===== src/hdl/aar_pkg.sv =====
// ---------------------------------------------------------------------------
// aar_pkg
// Shared types and constants for the axis-angle to rotation matrix block.
// ---------------------------------------------------------------------------
package aar_pkg;

  localparam int SINCOS_ITER_DEF = 16;
  localparam int OUT_FRAC_DEF    = 14;
  localparam int ATAN_COUNT      = 24;
  localparam int QUEUE_DEPTH     = 4;
  localparam int QPTR_W          = $clog2(QUEUE_DEPTH);
  localparam int QCNT_W          = $clog2(QUEUE_DEPTH + 1);

  localparam logic signed [47:0] ONE_Q30      = 48'sd1073741824;
  localparam logic signed [47:0] PI_Q30       = 48'sd3373259426;
  localparam logic signed [47:0] HALF_PI_Q30  = 48'sd1686629713;
  localparam logic signed [47:0] CORDIC_K_Q30 = 48'sd652032874;

  typedef struct packed {
    logic signed [15:0] axis_x;
    logic signed [15:0] axis_y;
    logic signed [15:0] axis_z;
    logic signed [15:0] angle;
  } in_t;

  typedef struct packed {
    logic signed [15:0] m00;
    logic signed [15:0] m01;
    logic signed [15:0] m02;
    logic signed [15:0] m10;
    logic signed [15:0] m11;
    logic signed [15:0] m12;
    logic signed [15:0] m20;
    logic signed [15:0] m21;
    logic signed [15:0] m22;
    logic               axis_zero;
  } out_t;

  // request as classified by the front end
  typedef struct packed {
    in_t         data;
    logic [31:0] sumsq;
    logic        zero;
  } q_ent_t;

  // arctangent table, Q30, truncated toward zero
  function automatic logic signed [47:0] atan_q30(input int idx);
    logic signed [47:0] r;
    case (idx)
      0:       r = 48'sd843314856;
      1:       r = 48'sd497837829;
      2:       r = 48'sd263043836;
      3:       r = 48'sd133525158;
      4:       r = 48'sd67021686;
      5:       r = 48'sd33543515;
      6:       r = 48'sd16775850;
      7:       r = 48'sd8388437;
      8:       r = 48'sd4194282;
      9:       r = 48'sd2097149;
      10:      r = 48'sd1048575;
      11:      r = 48'sd524287;
      12:      r = 48'sd262143;
      13:      r = 48'sd131071;
      14:      r = 48'sd65535;
      15:      r = 48'sd32767;
      16:      r = 48'sd16383;
      17:      r = 48'sd8191;
      18:      r = 48'sd4095;
      19:      r = 48'sd2047;
      20:      r = 48'sd1023;
      21:      r = 48'sd511;
      22:      r = 48'sd255;
      23:      r = 48'sd127;
      default: r = 48'sd0;
    endcase
    return r;
  endfunction

endpackage


===== src/hdl/aar_front.sv =====
// ---------------------------------------------------------------------------
// aar_front
// Input stage: registers a request with the squared axis components, then
// hands it to the queue with its squared length and zero-axis flag.
// ---------------------------------------------------------------------------
module aar_front (
  input  logic           clk_i,
  input  logic           rst_ni,
  input  logic           in_valid_i,
  output logic           in_stall_o,
  input  aar_pkg::in_t   in_data_i,
  output logic           push_o,
  input  logic           q_full_i,
  output aar_pkg::q_ent_t ent_o
);
  import aar_pkg::*;

  logic               f_v_q, f_v_d;
  in_t                data_q;
  logic [30:0]        sx_q, sy_q, sz_q;
  logic signed [31:0] px, py, pz;
  logic               accept;
  logic [31:0]        sum;

  assign in_stall_o = f_v_q && q_full_i;
  assign accept     = in_valid_i && !in_stall_o;
  assign push_o     = f_v_q && !q_full_i;

  assign px = in_data_i.axis_x * in_data_i.axis_x;
  assign py = in_data_i.axis_y * in_data_i.axis_y;
  assign pz = in_data_i.axis_z * in_data_i.axis_z;

  assign sum = {1'b0, sx_q} + {1'b0, sy_q} + {1'b0, sz_q};

  assign ent_o.data  = data_q;
  assign ent_o.sumsq = sum;
  assign ent_o.zero  = (sum == 32'd0);

  always_comb begin
    f_v_d = f_v_q;
    if (accept) begin
      f_v_d = 1'b1;
    end else if (push_o) begin
      f_v_d = 1'b0;
    end
  end

  always_ff @(posedge clk_i or negedge rst_ni) begin
    if (!rst_ni) begin
      f_v_q <= 1'b0;
    end else begin
      f_v_q <= f_v_d;
    end
  end

  always_ff @(posedge clk_i) begin
    if (accept) begin
      data_q <= in_data_i;
      sx_q   <= px[30:0];
      sy_q   <= py[30:0];
      sz_q   <= pz[30:0];
    end
  end

endmodule


===== config.mk =====
export PLATFORM = sky130hd
export DESIGN_NAME = aar_front
export DESIGN_NICKNAME = d
export VERILOG_FILES = /design/src/hdl/aar_pkg.sv /design/src/hdl/aar_front.sv
export SDC_FILE = /design/constraint.sdc
export NUM_CORES = 2
export LEC_CHECK = 0
export BUFFER_PORTS_ARGS = -buffer_cell sky130_fd_sc_hd__buf_2
export CAP_MARGIN = 20
export CORE_UTILIZATION = 60
export DETAILED_ROUTE_END_ITERATION = 7
export GPL_TIMING_DRIVEN = 0
export PLACE_DENSITY = 0.86
export SETUP_SLACK_MARGIN = 0.5
export SLEW_MARGIN = 20
export SYNTH_ARGS = -nofsm -noshare
export SYNTH_HDL_FRONTEND = slang
export SYNTH_SLANG_ARGS = --single-unit

===== constraint.sdc =====
create_clock -name clk_i -period 13.4 [get_ports clk_i]
set_input_delay 2.01 -clock clk_i [delete_from_list [all_inputs] [get_ports clk_i]]
set_output_delay 2.01 -clock clk_i [all_outputs]
set_load 0.005 [all_outputs]

==> impl_metrics.toml <==
[timing]
fin_crit_ns = 9.11
rsz0062_at_grt = "false"
setup_violations = 0
max_freq_mhz = 110
slew_headroom = 0.431
drv_slew = 0
timing.hold.ws_ns = 0.711
period_share = 0.680
skew_ns = 0.0127
worst_slew_pin_slew_ns = 0.843
hold_violations = 0
finalSetupTns_ns = 0

[critical_path]
cp_top_family = "adder cells"
crit_start = "in_data_i[20]"
cp.arrival_ns = 9.34
r2r-end = "sy_q[23]"
worst-path-stages = 23
crit_top_cell = "fa_1"
crit_chain = "buf_2, clkbuf_1, clkbuf_1, nand2_1, fa_1, inv_1, fa_1, fa_1, fa_1, fa_1, inv_1, fa_1, inv_1, ha_1, a21o_1, a21o_1, a2111oi_0, o21bai_1, a21o_1, a2111oi_0, o41ai_1, a21oi_1, xnor2_1"
cp_max_fo = 10
crit_path_top_delay_cell = "a2111oi_0"
r2r_slack_ns = 11.57
start_kind = "input pin"
endpoint = "sz_q[30]"
r2r-start = "f_v_q"
end_kind = "flop"
critical_path_class = "in2reg"
critPathRequiredTime_ns = 13.63
max_stage_delay_ns = 0.65
path_buf_inv = 6
reg2reg_depth = 4

[global_routing]
antenna_found_initial = 0
track_usage = 0.290
grt_pass1_wl_mm = 125
grt_pass1_vias = 25300
gr-total-overflow = 0
grt_max_degree = 30

[drt]
vias = 23200
drt.antenna.violating_nets = 0
dr.pass1.iters = 6
via_per_inst = 5.49
post-route-drc-count = 0
wl_per_cell_um = 18.0
drt_iter0_markers = 1763
drt_wl_total_mm = 76.1

[yosys]
ys_warn_count = 0
seq_area_frac_synth = 0.139
synth.distinct_cells = 71
asyncSetResetFlopFracSynth = 0.00658
synth-edff-count = 151
syn-instance-count = 3314
ys_seq_elements = 152
synth_area_mm2 = 0.0329
synth_flop_cell = "edfxtp_1"
avgSynthCellArea_um2 = 9.93

[clock_network]
htreeDepth = 4
cts_resized = 0
cts_setup_buffers = 0
cts_buffers = 17
clock_latency_ns = 0.50
cts_tree = "done"
clockRootBuffer = "clkbuf_16"
cts.sinks = 152
cts_buffer_depth = 2
path_clk_slew_ns = 0.07
ctsHoldBuffers = 0

[floorplan]
die_w_um = 236
core.rowCount = 85
pin_count = 167
core_mm2 = 0.0540
die_h_um = 236
initial_utilization = 0.609
dieArea_mm2 = 0.0558

[layout]
fillers = 3990
n_antenna_cell = 0
layout-drive-gt1-share = 0.0727
num-nets-final = 4582
syn2layout_area_growth_pct = 7.45
final_cell_mix = "inv_1 (998), fa_1 (719), ha_1 (288)"
mostFrequentLayoutCell = "inv_1"

[place]
port_buffers = 166
routabilityCongestion = 0.980
hpwl_mm = 64.1

[status]
status = "finished clean"

[job]
maxCapViolCount = 0

[hold_path]
hold_class = "reg2reg"
metrics by stage:
stage	area [µm²]	setup WS (ns)	std cells	util
CTS	35300	4.44	4216	0.654
global route	35300	3.97	4216	0.654
finish	35300	4.29	4216	0.654
detailed placement	34700	3.95	4184	0.643
global placement	34600	0.417	4178	0.641
floorplan	32900	3.84	3316	-
cell usage after synthesis (5+ instances only):
master	count	area, µm²
nand3_1	20	100
a21oi_1	97	485
nor3_1	17	85.1
o21ai_0	41	205
nand2_1	254	953
a211oi_1	8	60.1
or2_2	11	68.8
fa_1	719	14400
a21o_1	37	278
nor2_1	156	586
o21bai_1	16	120
edfxtp_1	151	4530
a211o_1	7	61.3
clkinv_1	6	22.5
xor2_1	33	289
nand2b_1	16	100
ha_1	288	3600
nand4_1	8	50.1
and2_1	94	588
o31ai_1	7	52.6
xnor2_1	122	1070
and3_1	10	62.6
a31oi_1	6	37.5
nor2b_1	15	93.8
a31o_2	13	114
inv_1	998	3750
o21a_1	12	90.1
clkbuf_1	68	255
a2111oi_0	5	43.8
worst reg2reg max path, stage by stage (launching register included):
cell	delay (ns)
dfrtp_1	0.37
and2_1	0.19
nor2b_4	0.46
buf_12	0.28
buf_12	0.22
cell families after synthesis:
group                      synth area share
DFF                                   0.139
and+or+nand+nor                      0.0891
other                              0.000114
xor gates and xnor gates             0.0413
adders and majority gates             0.547
AOI/OAI and AO/OA                    0.0593
muxes                               0.00137
buffers and inverters                 0.123
metal layers:
metal | vias up | routed length, µm | track usage
li1 | 10300 | - | -
met1 | 11700 | 28900 | 0.367
met2 | 1006 | 37400 | 0.484
met3 | 227 | 6160 | 0.0529
met4 | 0 | 3540 | 0.141
met5 | - | 0 | 0
how the worst min path moves through the flow:
| stage | slack [ns] | endpoint | start | cells after the start |
|---|---|---|---|---|
| global placement | 0.61 | f_v_q | f_v_q | 2 |
| detailed placement | 0.68 | f_v_q | f_v_q | 2 |
| CTS | 0.70 | f_v_q | f_v_q | 2 |
| global route | 0.72 | f_v_q | f_v_q | 2 |
| finish | 0.71 | f_v_q | f_v_q | 2 |
| floorplan | 0.60 | f_v_q | f_v_q | 2 |
state kept, by name, summed over array words and instances (netlist names):
register	flops
ent_o	64
sy_q	29
sz_q	29
f_v_q	1
sx_q	29
area by class of cell:
class / count / area (µm²) / area share
Clock buffer: 17 / 425 / 0.0120
Clock inverter: 15 / 173 / 0.00489
Timing Repair Buffer: 172 / 966 / 0.0273
Tap cell: 696 / 871 / 0.0246
Multi-Input combinational cell: 2088 / 24300 / 0.688
Buffer: 72 / 282 / 0.00796
Sequential cell: 152 / 4560 / 0.129
Inverter: 1004 / 3770 / 0.107
Power is left out: the tool's default activity adds up to more than one toggle a clock period on the data nets, which glitch-free logic cannot reach.
