## src/hdl/aar_pkg.sv

```systemverilog
// ---------------------------------------------------------------------------
// aar_pkg
// Shared types and constants for the axis-angle to rotation matrix block.
// ---------------------------------------------------------------------------
package aar_pkg;

  localparam int SINCOS_ITER_DEF = 16;
  localparam int OUT_FRAC_DEF    = 14;
  localparam int ATAN_COUNT      = 24;
  localparam int QUEUE_DEPTH     = 4;
  localparam int QPTR_W          = $clog2(QUEUE_DEPTH);
  localparam int QCNT_W          = $clog2(QUEUE_DEPTH + 1);

  localparam logic signed [47:0] ONE_Q30      = 48'sd1073741824;
  localparam logic signed [47:0] PI_Q30       = 48'sd3373259426;
  localparam logic signed [47:0] HALF_PI_Q30  = 48'sd1686629713;
  localparam logic signed [47:0] CORDIC_K_Q30 = 48'sd652032874;

  typedef struct packed {
    logic signed [15:0] axis_x;
    logic signed [15:0] axis_y;
    logic signed [15:0] axis_z;
    logic signed [15:0] angle;
  } in_t;

  typedef struct packed {
    logic signed [15:0] m00;
    logic signed [15:0] m01;
    logic signed [15:0] m02;
    logic signed [15:0] m10;
    logic signed [15:0] m11;
    logic signed [15:0] m12;
    logic signed [15:0] m20;
    logic signed [15:0] m21;
    logic signed [15:0] m22;
    logic               axis_zero;
  } out_t;

  // request as classified by the front end
  typedef struct packed {
    in_t         data;
    logic [31:0] sumsq;
    logic        zero;
  } q_ent_t;

  // arctangent table, Q30, truncated toward zero
  function automatic logic signed [47:0] atan_q30(input int idx);
    logic signed [47:0] r;
    case (idx)
      0:       r = 48'sd843314856;
      1:       r = 48'sd497837829;
      2:       r = 48'sd263043836;
      3:       r = 48'sd133525158;
      4:       r = 48'sd67021686;
      5:       r = 48'sd33543515;
      6:       r = 48'sd16775850;
      7:       r = 48'sd8388437;
      8:       r = 48'sd4194282;
      9:       r = 48'sd2097149;
      10:      r = 48'sd1048575;
      11:      r = 48'sd524287;
      12:      r = 48'sd262143;
      13:      r = 48'sd131071;
      14:      r = 48'sd65535;
      15:      r = 48'sd32767;
      16:      r = 48'sd16383;
      17:      r = 48'sd8191;
      18:      r = 48'sd4095;
      19:      r = 48'sd2047;
      20:      r = 48'sd1023;
      21:      r = 48'sd511;
      22:      r = 48'sd255;
      23:      r = 48'sd127;
      default: r = 48'sd0;
    endcase
    return r;
  endfunction

endpackage

```

## src/hdl/aar_queue.sv

```systemverilog
// ---------------------------------------------------------------------------
// aar_queue
// Short FIFO between the front end and the arithmetic pipeline.
// ---------------------------------------------------------------------------
module aar_queue (
  input  logic            clk_i,
  input  logic            rst_ni,
  input  logic            push_i,
  input  aar_pkg::q_ent_t ent_i,
  output logic            full_o,
  input  logic            pop_i,
  output logic            valid_o,
  output aar_pkg::q_ent_t ent_o
);
  import aar_pkg::*;

  q_ent_t             mem_q [QUEUE_DEPTH];
  logic [QPTR_W-1:0]  wp_q, wp_d, rp_q, rp_d;
  logic [QCNT_W-1:0]  cnt_q, cnt_d;

  assign full_o  = (cnt_q == QCNT_W'(QUEUE_DEPTH));
  assign valid_o = (cnt_q != '0);
  assign ent_o   = mem_q[rp_q];

  always_comb begin
    wp_d  = wp_q;
    rp_d  = rp_q;
    cnt_d = cnt_q;
    if (push_i) begin
      wp_d = QPTR_W'((32'(wp_q) + 1) % QUEUE_DEPTH);
    end
    if (pop_i) begin
      rp_d = QPTR_W'((32'(rp_q) + 1) % QUEUE_DEPTH);
    end
    if (push_i && !pop_i) begin
      cnt_d = cnt_q + 1'b1;
    end else if (pop_i && !push_i) begin
      cnt_d = cnt_q - 1'b1;
    end
  end

  always_ff @(posedge clk_i or negedge rst_ni) begin
    if (!rst_ni) begin
      wp_q  <= '0;
      rp_q  <= '0;
      cnt_q <= '0;
    end else begin
      wp_q  <= wp_d;
      rp_q  <= rp_d;
      cnt_q <= cnt_d;
    end
  end

  always_ff @(posedge clk_i) begin
    if (push_i) begin
      mem_q[wp_q] <= ent_i;
    end
  end

  a_cnt_bound: assert property (@(posedge clk_i) disable iff (!rst_ni)
    cnt_q <= QCNT_W'(QUEUE_DEPTH)) else $error("queue count over depth");

  a_no_pop_empty: assert property (@(posedge clk_i) disable iff (!rst_ni)
    pop_i |-> valid_o) else $error("pop from empty queue");

endmodule

```

## config.mk

```make
export PLATFORM = sky130hd
export DESIGN_NAME = aar_queue
export DESIGN_NICKNAME = d
export VERILOG_FILES = /design/src/hdl/aar_pkg.sv /design/src/hdl/aar_queue.sv
export SDC_FILE = /design/constraint.sdc
export NUM_CORES = 1
export LEC_CHECK = 0
export BUFFER_PORTS_ARGS = -buffer_cell sky130_fd_sc_hd__clkbuf_2
export CAP_MARGIN = 20
export CORE_UTILIZATION = 35
export CTS_BUF_LIST = sky130_fd_sc_hd__clkbuf_8
export DETAILED_ROUTE_END_ITERATION = 12
export GPL_ROUTABILITY_DRIVEN = 0
export MAX_ROUTING_LAYER = met4
export PLACE_DENSITY = 0.62
export SYNTH_ARGS = -nofsm -noshare
export SYNTH_HDL_FRONTEND = slang
export SYNTH_SLANG_ARGS = --single-unit
export TNS_END_PERCENT = 50
```

## constraint.sdc

```tcl
create_clock -name clk_i -period 4.59 [get_ports clk_i]
set_input_delay 0.2295 -clock clk_i [delete_from_list [all_inputs] [get_ports clk_i]]
set_output_delay 0.2295 -clock clk_i [all_outputs]
set_load 0.005 [all_outputs]
```

==> results by group, run 1 <==
Hold path
  • Hold Path Sink: mem_q[0][88]$_DFFE_PP_
  • Worst Hold Depth: 2
  • Worst hold start: ent_i[88]
  • Worst hold path class: primary input to register

CTS
  • Htree depth: 3
  • Hold-fix buffers, CTS: 101
  • Number of gates resized after cts: 0
  • Post-CTS Setup Bufs: 0
  • Clock slew at reported path FFs: about 60 ps
  • CTS tree: yes
  • Clock sink total: 395
  • Clk buf depth: 3
  • Insertion delay to the later sink of the worst-skew pair: 580 ps
  • Clock root buffer: clkbuf_8
  • CTS Buf Count: a little under 70

Synthesis
  • Post-synthesis net count: around 650
  • Top_reg_cell synth: edfxtp_1
  • Number of synthesized flops with an enable pin: between 300 and 400
  • Register area share after synthesis: 82.3%
  • Synth top area share: 81.1%
  • Synth async-reset ratio: 1.77%
  • Cell variety after synth: 21
  • YS warnings: 0
  • Synth area leader: edfxtp_1
  • Leading post-synthesis cells by instance count: 388 x edfxtp_1, 97 x mux4_2, 12 x buf_2
  • Avg Inst Size Synth: 26.6 sq um
  • Top-count cell post-synth: edfxtp_1
  • Mapped Area: 14400 sq um
  • Number of synthesized register bits: 395
  • Mapped Cells: 541
  • Top post-synthesis cells by area: edfxtp_1 81%, mux4_2 15%, dfrtp_1 1.2%, ha_1 0.44%, buf_2 0.42%

STA
  • Worst clock skew: 22.1 ps
  • Finish-stage setup viols: 0
  • Max Clk Rate: around 330 MHz
  • Worst slew margin: approximately 43%
  • RSZ-0062 raised after global routing: no
  • Slew @ Worst Pin: 848 ps
  • Fin. Hold Viols: 0
  • Period Utilization, post-route: 65.2%
  • Setup TNS: 0 ps
  • Min cycle time layout: 2990 ps
  • Max-slew violation count: 0

Critical path
  • R2r setup slk: 2490 ps
  • WP data arrival: 2760 ps
  • Worst r2r path cells: 4
  • Largest stage delay on the critical path: 830 ps
  • Worst Setup Start Kind: register
  • Crit path depth: 3
  • Worst path bufs/invs: 2
  • Cell breakdown of the critical path: buf_4 -> mux4_2 -> clkbuf_2
  • WP data required: 4360 ps
  • Reg2reg end: mem_q[0][35]$_DFFE_PP_
  • Critical path capture point type: output pin
  • R2R Path Start: wp_q[0]$_DFFE_PN0P_
  • Crit path max-delay family: flip-flops
  • Max FO, Critical Path: 29
  • Worst setup path class: register to output pin
  • Slowest library cell on the worst path: dfrtp_4

Routing
  • Via count: 6930
  • Via density: 4.72
  • Routed WL per cell: between 15 and 20 um
  • Drt first pass iters: 4
  • Final wirelength: 28300 um
  • DR DRC count: 0
  • DRT iter0 DRCs: around 270
  • Antenna-violating nets left: 0

Finish
  • Area growth syn-to-layout: 27.0%
  • Final #Nets: 1004
  • Fill cells: 3401
  • Layout cells sized above 1: approximately two fifths
  • # diodes: 0
  • Non-filler cells, final: 1469

Placement
  • PortBufs: 199
  • Placed Cells incl. Taps: roughly 1300
  • DP HPWL: 15700 um

Die
  • Die area: 41900 sq um
  • Ports: 200
  • Die X: about 200 um
  • Core area: 40100 sq um
  • Row Count: 73
  • Die height: ~200 um
  • Initial Util: 35.8%

GRT
  • Largest net degree at the start of global routing: 54
  • Grt met2 use: 24.0%
  • Vias in the first global route: 7721
  • Initial antenna violation count: 0
  • First-pass GRT wire length: 42800 um
  • Global-route track usage on met1: 15.5%
  • Global routing's busiest layer: met2
  • GRT met3 Usage: under 10%
  • Total GRT Usage: 14.2%
  • GRT overflow: 0

Outcome
  • Status: finished clean

Pwr
  • Leakage dissipation: between 6 and 7 nW
  • Pwr Density: ~600 nW/um^2
  • Maximum vdd drop: 0.000313 V

Run
  • Total of max-cap violations: 0
==> final cells by class <==
type / instances / area, sq um / area share (%)
repair buffers: 308 / 2130 / 11.7
inverters: 4 / 15.0 / 0.0823
clock inverters: 44 / 211 / 1.16
clock buffers: 73 / 1000 / 5.51
well taps: 525 / 657 / 3.60
flip-flops and latches: 395 / 11800 / 64.9
multi-input cells: 120 / 2400 / 13.1
==> cells in the final DEF, fill, tap and decap left out, drive strengths merged, types with 2 or more instances in the layout <==
cell	n
dlygate4sd3	101
clkinvlp	3
nand2	2
inv	17
ha	5
clkinv	27
mux4	97
and2	4
edfxtp	388
dfrtp	7
xor2	4
buf	8
clkbuf	272
xnor2	2
==> routing by layer <==
layer,vias up,routed length (um)
met4,0,852
met1,3603,11300
met3,61,1550
met5,-,0
met2,206,14600
li1,3060,-
==> worst max-delay path by stage <==
stage / from / end
finish: rp_q[0]$_DFFE_PN0P_ / ent_o[65]
floorplan: wp_q[0]$_DFFE_PN0P_ / mem_q[2][0]$_DFFE_PP_
CTS: rp_q[0]$_DFFE_PN0P_ / ent_o[31]
global route: rp_q[0]$_DFFE_PN0P_ / ent_o[31]
detailed placement: rp_q[0]$_DFFE_PN0P_ / ent_o[31]
global placement: rp_q[0]$_DFFE_PN0P_ / ent_o[73]
==> cells by family (layout without fill, tap and decap cells) <==
group                    count (synthesis)  count (layout)  synth area share, %
buffers and inverters                   26             429                 1.05
adder cells (fa/ha/maj)                  6               6                0.575
AND/OR/NAND/NOR                          9               9                0.348
flip-flops                             395             395                 82.3
multiplexers                            98              98                 15.3
AO/OA/AOI/OAI                            1               1               0.0348
XOR/XNOR                                 6               6                0.366
==> state kept, by name, summed over array words and instances, names as in the netlist <==
signal	count
mem_q	388
cnt_q	3
rp_q	2
wp_q	2
==> power breakdown <==
| group | switching (W) | internal [W] |
|---|---|---|
| logic | 0.00136 | 0.00144 |
| registers | 0.000317 | 0.00472 |
| clock network | 0.00135 | 0.00152 |
| total | 0.00302 | 0.00767 |
==> stage by stage <==
| stage | total power (W) | util [%] | cell area, sq um | hold WS [ps] | setup slack (ps) |
|---|---|---|---|---|---|
| after global placement | 0.00792 | 40.0 | 16000 | 91.4 | 2080 |
| after global routing | 0.0113 | 45.5 | 18200 | 357 | 1330 |
| after CTS | 0.0109 | 45.5 | 18200 | 323 | 1400 |
| after floorplan | 0.00677 | - | 14400 | -66.1 | 1260 |
| after detailed placement | 0.00795 | 40.0 | 16000 | 90.7 | 2080 |
| final | 0.0107 | 45.5 | 18200 | 407 | 1600 |
Note: power is estimated with default switching activity, not from simulation.
==> inputs of run 2 (changes only) <==
- clock period: 4.59 -> 2.9 ns (I/O delays scaled with it)
==> run 2 against run 1 <==
Combinational power rose by 72%. Die area unchanged. Critical path depth unchanged. Setup slack got worse by 1200 ps. Critical endpoint is now ent_o[31]. Largest cell class unchanged.
==> results by group, run 2 (same netlist as run 1, synthesis figures left out) <==
Routing
  • Drt first pass iters: 4
  • Met3 wire length: roughly 1700 um
  • Antenna-violating nets left: 0
  • DRT iter0 DRCs: 273
  • Via density: 4.66
  • Top Layer Used: met4
  • Via count: 6890
  • M1 WL: 11800 um
  • DR DRC count: 0
  • Met2 wire length: 14100 um
  • Routed WL per cell: 19.1 um
  • Final wirelength: 28200 um

GRT
  • First-pass GRT wire length: 42900 um
  • Total GRT Usage: around 14%
  • Initial antenna violation count: 1
  • Largest net degree at the start of global routing: 54
  • Vias in the first global route: 7667
  • GRT overflow: 0

STA
  • Max-slew violation count: 0
  • Finish-stage setup viols: 0
  • Slew @ Worst Pin: 521 ps
  • Worst setup margin: just over 400 ps
  • Max Clk Rate: 402 MHz
  • Worst clock skew: 24.9 ps
  • Fin. Hold Viols: 0
  • Min cycle time layout: around 2500 ps
  • RSZ-0062 raised after global routing: no
  • Worst slew margin: 65.3%
  • Period Utilization, post-route: between 80% and 90%

Outcome
  • Status: finished clean

Placement
  • Post-DP Area: 16200 sq um
  • Pre-CTS WS: 949 ps
  • PortBufs: 199
  • Placed Cells incl. Taps: 1262
  • DP HPWL: 16400 um

CTS
  • Htree depth: 3
  • Clock root buffer: clkbuf_8
  • Post-CTS Setup Bufs: 0
  • Number of gates resized after cts: 0
  • CTS tree: yes
  • Clock sink total: 395
  • Insertion delay to the later sink of the worst-skew pair: 590 ps
  • Clock slew at reported path FFs: roughly 60 ps
  • Clk buf depth: 3
  • Hold-fix buffers, CTS: between 100 and 150
  • CTS Buf Count: 67

Finish
  • Layout cells sized above 1: 42.7%
  • Most frequent cells in the layout: 388 x edfxtp_1, 199 x clkbuf_2, 101 x dlygate4sd3_1
  • Largest reg by FF count: mem_q
  • Fill cells: 3355
  • Final #Nets: a little over 1000
  • Area growth syn-to-layout: 27.7%
  • Final core occ: 45.7%
  • Max reg flops: roughly 390
  • Commonest non-fill, non-tap cell in the layout: edfxtp_1
  • Non-filler cells, final: 1477
  • Biggest registers after layout: mem_q: 388 flops, cnt_q: 3 flops
  • Final instance area: between 15000 and 20000 sq um

Critical path
  • Largest stage delay on the critical path: 760 ps
  • Crit path max-delay family: flip-flops
  • Slowest library cell on the worst path: dfrtp_4
  • Worst Setup Start Kind: register
  • Worst path bufs/invs: 2
  • WP data required: 2760 ps
  • Max FO, Critical Path: 24
  • Critical path capture point type: output pin
  • Worst r2r path cells: 4
  • Worst setup path class: register to output pin
  • Crit path depth: 3
  • Cell breakdown of the critical path: buf_4 -> mux4_2 -> clkbuf_2
  • WP data arrival: 2340 ps

Die
  • Ports: 200
  • Die X: 205 um
  • Initial Util: 35.8%
  • Die height: ~200 um
  • Core area: 40100 sq um
  • Die area: 41900 sq um
  • Row Count: 73

Run
  • Total of max-cap violations: 0

Pwr
  • Maximum vdd drop: 0.000485 V
  • Leakage dissipation: 6.42 nW
  • Pwr Density: approximately 930 nW/um^2

Hold path
  • Worst Hold Depth: 2
  • Worst hold path class: primary input to register
==> run 2: layout make-up <==
cell class | instances | area (sq um) | share of cell area [%]
flip-flops and latches | 395 | 11800 | 64.5
multi-input cells | 120 | 2400 | 13.1
repair buffers | 319 | 2270 | 12.4
clock buffers | 69 | 950 | 5.18
well taps | 525 | 657 | 3.58
clock inverters | 44 | 214 | 1.17
inverters | 4 | 15.0 | 0.0819
diodes | 1 | 2.50 | 0.0136
==> run 2: metal layers <==
metal / global-route usage (%) / vias up
met2: 23.1 / 193
met1: 16.5 / 3582
met4: 4.66 / 0
li1: - / 3076
met3: 4.71 / 39
met5: - / -
==> run 2: metrics by stage <==
| step | hold slack (ps) | setup TNS (ps) | power (W) |
|---|---|---|---|
| 2_1_floorplan | -151 | -72870 | 0.0107 |
| 3_3_place_gp | -6.55 | 0 | 0.0127 |
| 3_5_place_dp | -5.71 | 0 | 0.0128 |
| 4_1_cts | 251 | 0 | 0.0174 |
| 5_1_grt | 275 | 0 | 0.0179 |
| 6_report | 321 | 0 | 0.0170 |
==> run 2: path summary, 6_finish.rpt <==
kind	start	end	slack, ps
min reg2reg	cnt_q[2]$_DFFE_PN0P_	cnt_q[2]$_DFFE_PN0P_	470
max reg2reg	wp_q[0]$_DFFE_PN0P_	mem_q[2][69]$_DFFE_PP_	1050
max in group asynchronous	rst_ni	rp_q[1]$_DFFE_PN0P_	2080
max	rp_q[0]$_DFFE_PN0P_	ent_o[31]	410
min	ent_i[80]	mem_q[2][80]$_DFFE_PP_	320
min in group asynchronous	rst_ni	cnt_q[1]$_DFFE_PN0P_	520
==> run 2: where the power goes <==
| part | internal [W] | switching, W | total (W) |
|---|---|---|---|
| sequential | 0.00747 | 0.000333 | 0.00780 |
| combinational | 0.00244 | 0.00237 | 0.00481 |
| clock | 0.00229 | 0.00209 | 0.00438 |
| total | 0.0122 | 0.00479 | 0.0170 |
==> inputs of run 3 (changes only) <==
- BUFFER_PORTS_ARGS: -buffer_cell sky130_fd_sc_hd__clkbuf_2 -> default
- DONT_BUFFER_PORTS: default -> 1
- PLACE_DENSITY: 0.62 -> 0.58
==> run 3 against run 2 <==
Largest cell class unchanged. Wire length down 2.3%. Utilization down 2.3 points. Flip-flop and latch count unchanged. Critical path type unchanged. First-iteration DRC count down 13%. Clock power up 7.1%. Critical path depth down 1. Highest routed layer unchanged. Sequential share of layout area up 3.4 points. Register-to-register slack worse by 120 ps. Critical endpoint is now ent_o[34]. Final cell count down 13%. Combinational power down 20%. Setup slack better by 41 ps.
==> results by group, run 3 (same netlist as run 1, synthesis figures left out) <==
Critical path
  • Critical path capture point type: output pin
  • Max FO, Critical Path: 26
  • WP data required: ~2800 ps
  • Worst Setup Start Kind: register
  • Reg2reg end: mem_q[2][62]$_DFFE_PP_
  • WP data arrival: 2300 ps
  • R2R Path Start: wp_q[0]$_DFFE_PN0P_
  • R2r setup slk: 930 ps
  • Worst setup path class: register to output pin
  • Worst r2r path cells: 4

CTS
  • CTS tree: yes
  • Number of gates resized after cts: 0
  • Hold-fix buffers, CTS: slightly above 100
  • Clk buf depth: 3
  • Clock sink total: 395
  • Insertion delay to the later sink of the worst-skew pair: 600 ps
  • Htree depth: 3
  • Clock slew at reported path FFs: 60 ps
  • Clock root buffer: clkbuf_8
  • CTS Buf Count: 67
  • Post-CTS Setup Bufs: 0

GRT
  • GRT overflow: 0
  • Initial antenna violation count: 2
  • First-pass GRT wire length: 41200 um
  • Largest net degree at the start of global routing: 98
  • Vias in the first global route: 7010
  • Total GRT Usage: 13.9%

Outcome
  • Status: finished clean

Placement
  • Pre-CTS WS: slightly below 900 ps
  • DP HPWL: 15600 um
  • Placed Cells incl. Taps: 1060
  • PortBufs: 0

Hold path
  • Hold Path Sink: mem_q[2][25]$_DFFE_PP_
  • Worst hold start: push_i
  • Worst hold path class: primary input to register
  • Worst Hold Depth: 1

STA
  • RSZ-0062 raised after global routing: no
  • Min cycle time layout: 2450 ps
  • Worst setup margin: 453 ps
  • Finish-stage setup viols: 0
  • Worst clock skew: 19.2 ps
  • Worst slew margin: a little under three fifths
  • Fin. Hold Viols: 0
  • Max Clk Rate: 409 MHz
  • Period Utilization, post-route: 84.4%
  • Slew @ Worst Pin: 641 ps
  • Max-slew violation count: 0

Die
  • Initial Util: 35.8%
  • Core area: 40100 sq um
  • Die area: roughly 42000 sq um
  • Row Count: 73
  • Die X: between 200 and 250 um
  • Die height: 205 um
  • Ports: 200

Routing
  • DR DRC count: 0
  • Via count: a little over 6000
  • DRT iter0 DRCs: 238
  • Via density: 4.82
  • Routed WL per cell: 21.5 um
  • Drt first pass iters: 4
  • Final wirelength: approximately 28000 um
  • Antenna-violating nets left: 0

Finish
  • Max reg flops: 388
  • Most frequent cells in the layout: 388 x edfxtp_1, 101 x dlygate4sd3_1, 97 x mux4_2
  • Biggest registers after layout: mem_q: 388 flops, cnt_q: 3 flops
  • Final #Nets: 812
  • Largest reg by FF count: mem_q
  • Layout cells sized above 1: 27.5%
  • Non-filler cells, final: 1281
  • Area growth syn-to-layout: 21.2%
  • Commonest non-fill, non-tap cell in the layout: edfxtp_1

Pwr
  • Leakage dissipation: 5.62 nW
  • Maximum vdd drop: 0.000545 V
  • Pwr Density: 945 nW/um^2

Run
  • Total of max-cap violations: 0
[run 3: per-stage QoR]
step           TNS [ps]  utilization [%]  power [W]  hold WS [ps]  cell area, sq um
3_5_place_dp          0             37.7     0.0119          -150             15100
2_1_floorplan    -72870                -     0.0107          -151             14400
5_1_grt               0             43.4     0.0173          98.0             17400
6_report              0             43.4     0.0165          98.9             17400
3_3_place_gp          0             37.7     0.0117          -150             15100
4_1_cts               0             43.4     0.0168          57.0             17400
[run 3: cell type report]
type	count	area, sq um
diodes	2	5.00
clock buffers	69	950
clock inverters	49	324
fillers	3344	22700
inverters	4	15.0
multi-input cells	120	2400
flip-flops and latches	395	11800
well taps	525	657
repair buffers	117	1230
[run 3: worst max-delay path by stage]
stage | start | end | cells past startpoint
2_1_floorplan | wp_q[1]$_DFFE_PN0P_ | mem_q[1][0]$_DFFE_PP_ | 3
3_5_place_dp | wp_q[0]$_DFFE_PN0P_ | mem_q[2][71]$_DFFE_PP_ | 4
4_1_cts | rp_q[0]$_DFFE_PN0P_ | ent_o[24] | 2
6_report | rp_q[0]$_DFFE_PN0P_ | ent_o[34] | 2
3_3_place_gp | wp_q[0]$_DFFE_PN0P_ | mem_q[2][66]$_DFFE_PP_ | 4
5_1_grt | rp_q[0]$_DFFE_PN0P_ | ent_o[70] | 2
[run 3: where the power goes]
| group | switching [W] | internal, W | total (W) |
|---|---|---|---|
| combinational | 0.00204 | 0.00181 | 0.00385 |
| clock | 0.00211 | 0.00258 | 0.00469 |
| sequential | 0.000449 | 0.00748 | 0.00792 |
[run 3: metal layers]
layer | up-vias | track usage, % | part of all wire [%]
li1 | 2682 | - | -
met1 | 3261 | 15.2 | 38
met2 | 193 | 23.4 | 53
met3 | 42 | 4.31 | 6.3
met4 | 0 | 5.86 | 1.9
met5 | - | - | 0
[run 3: critical path, stage by stage, from the launching register on]
cell and delay [ps]:
dfrtp_4 800, buf_12 310, mux4_2 580
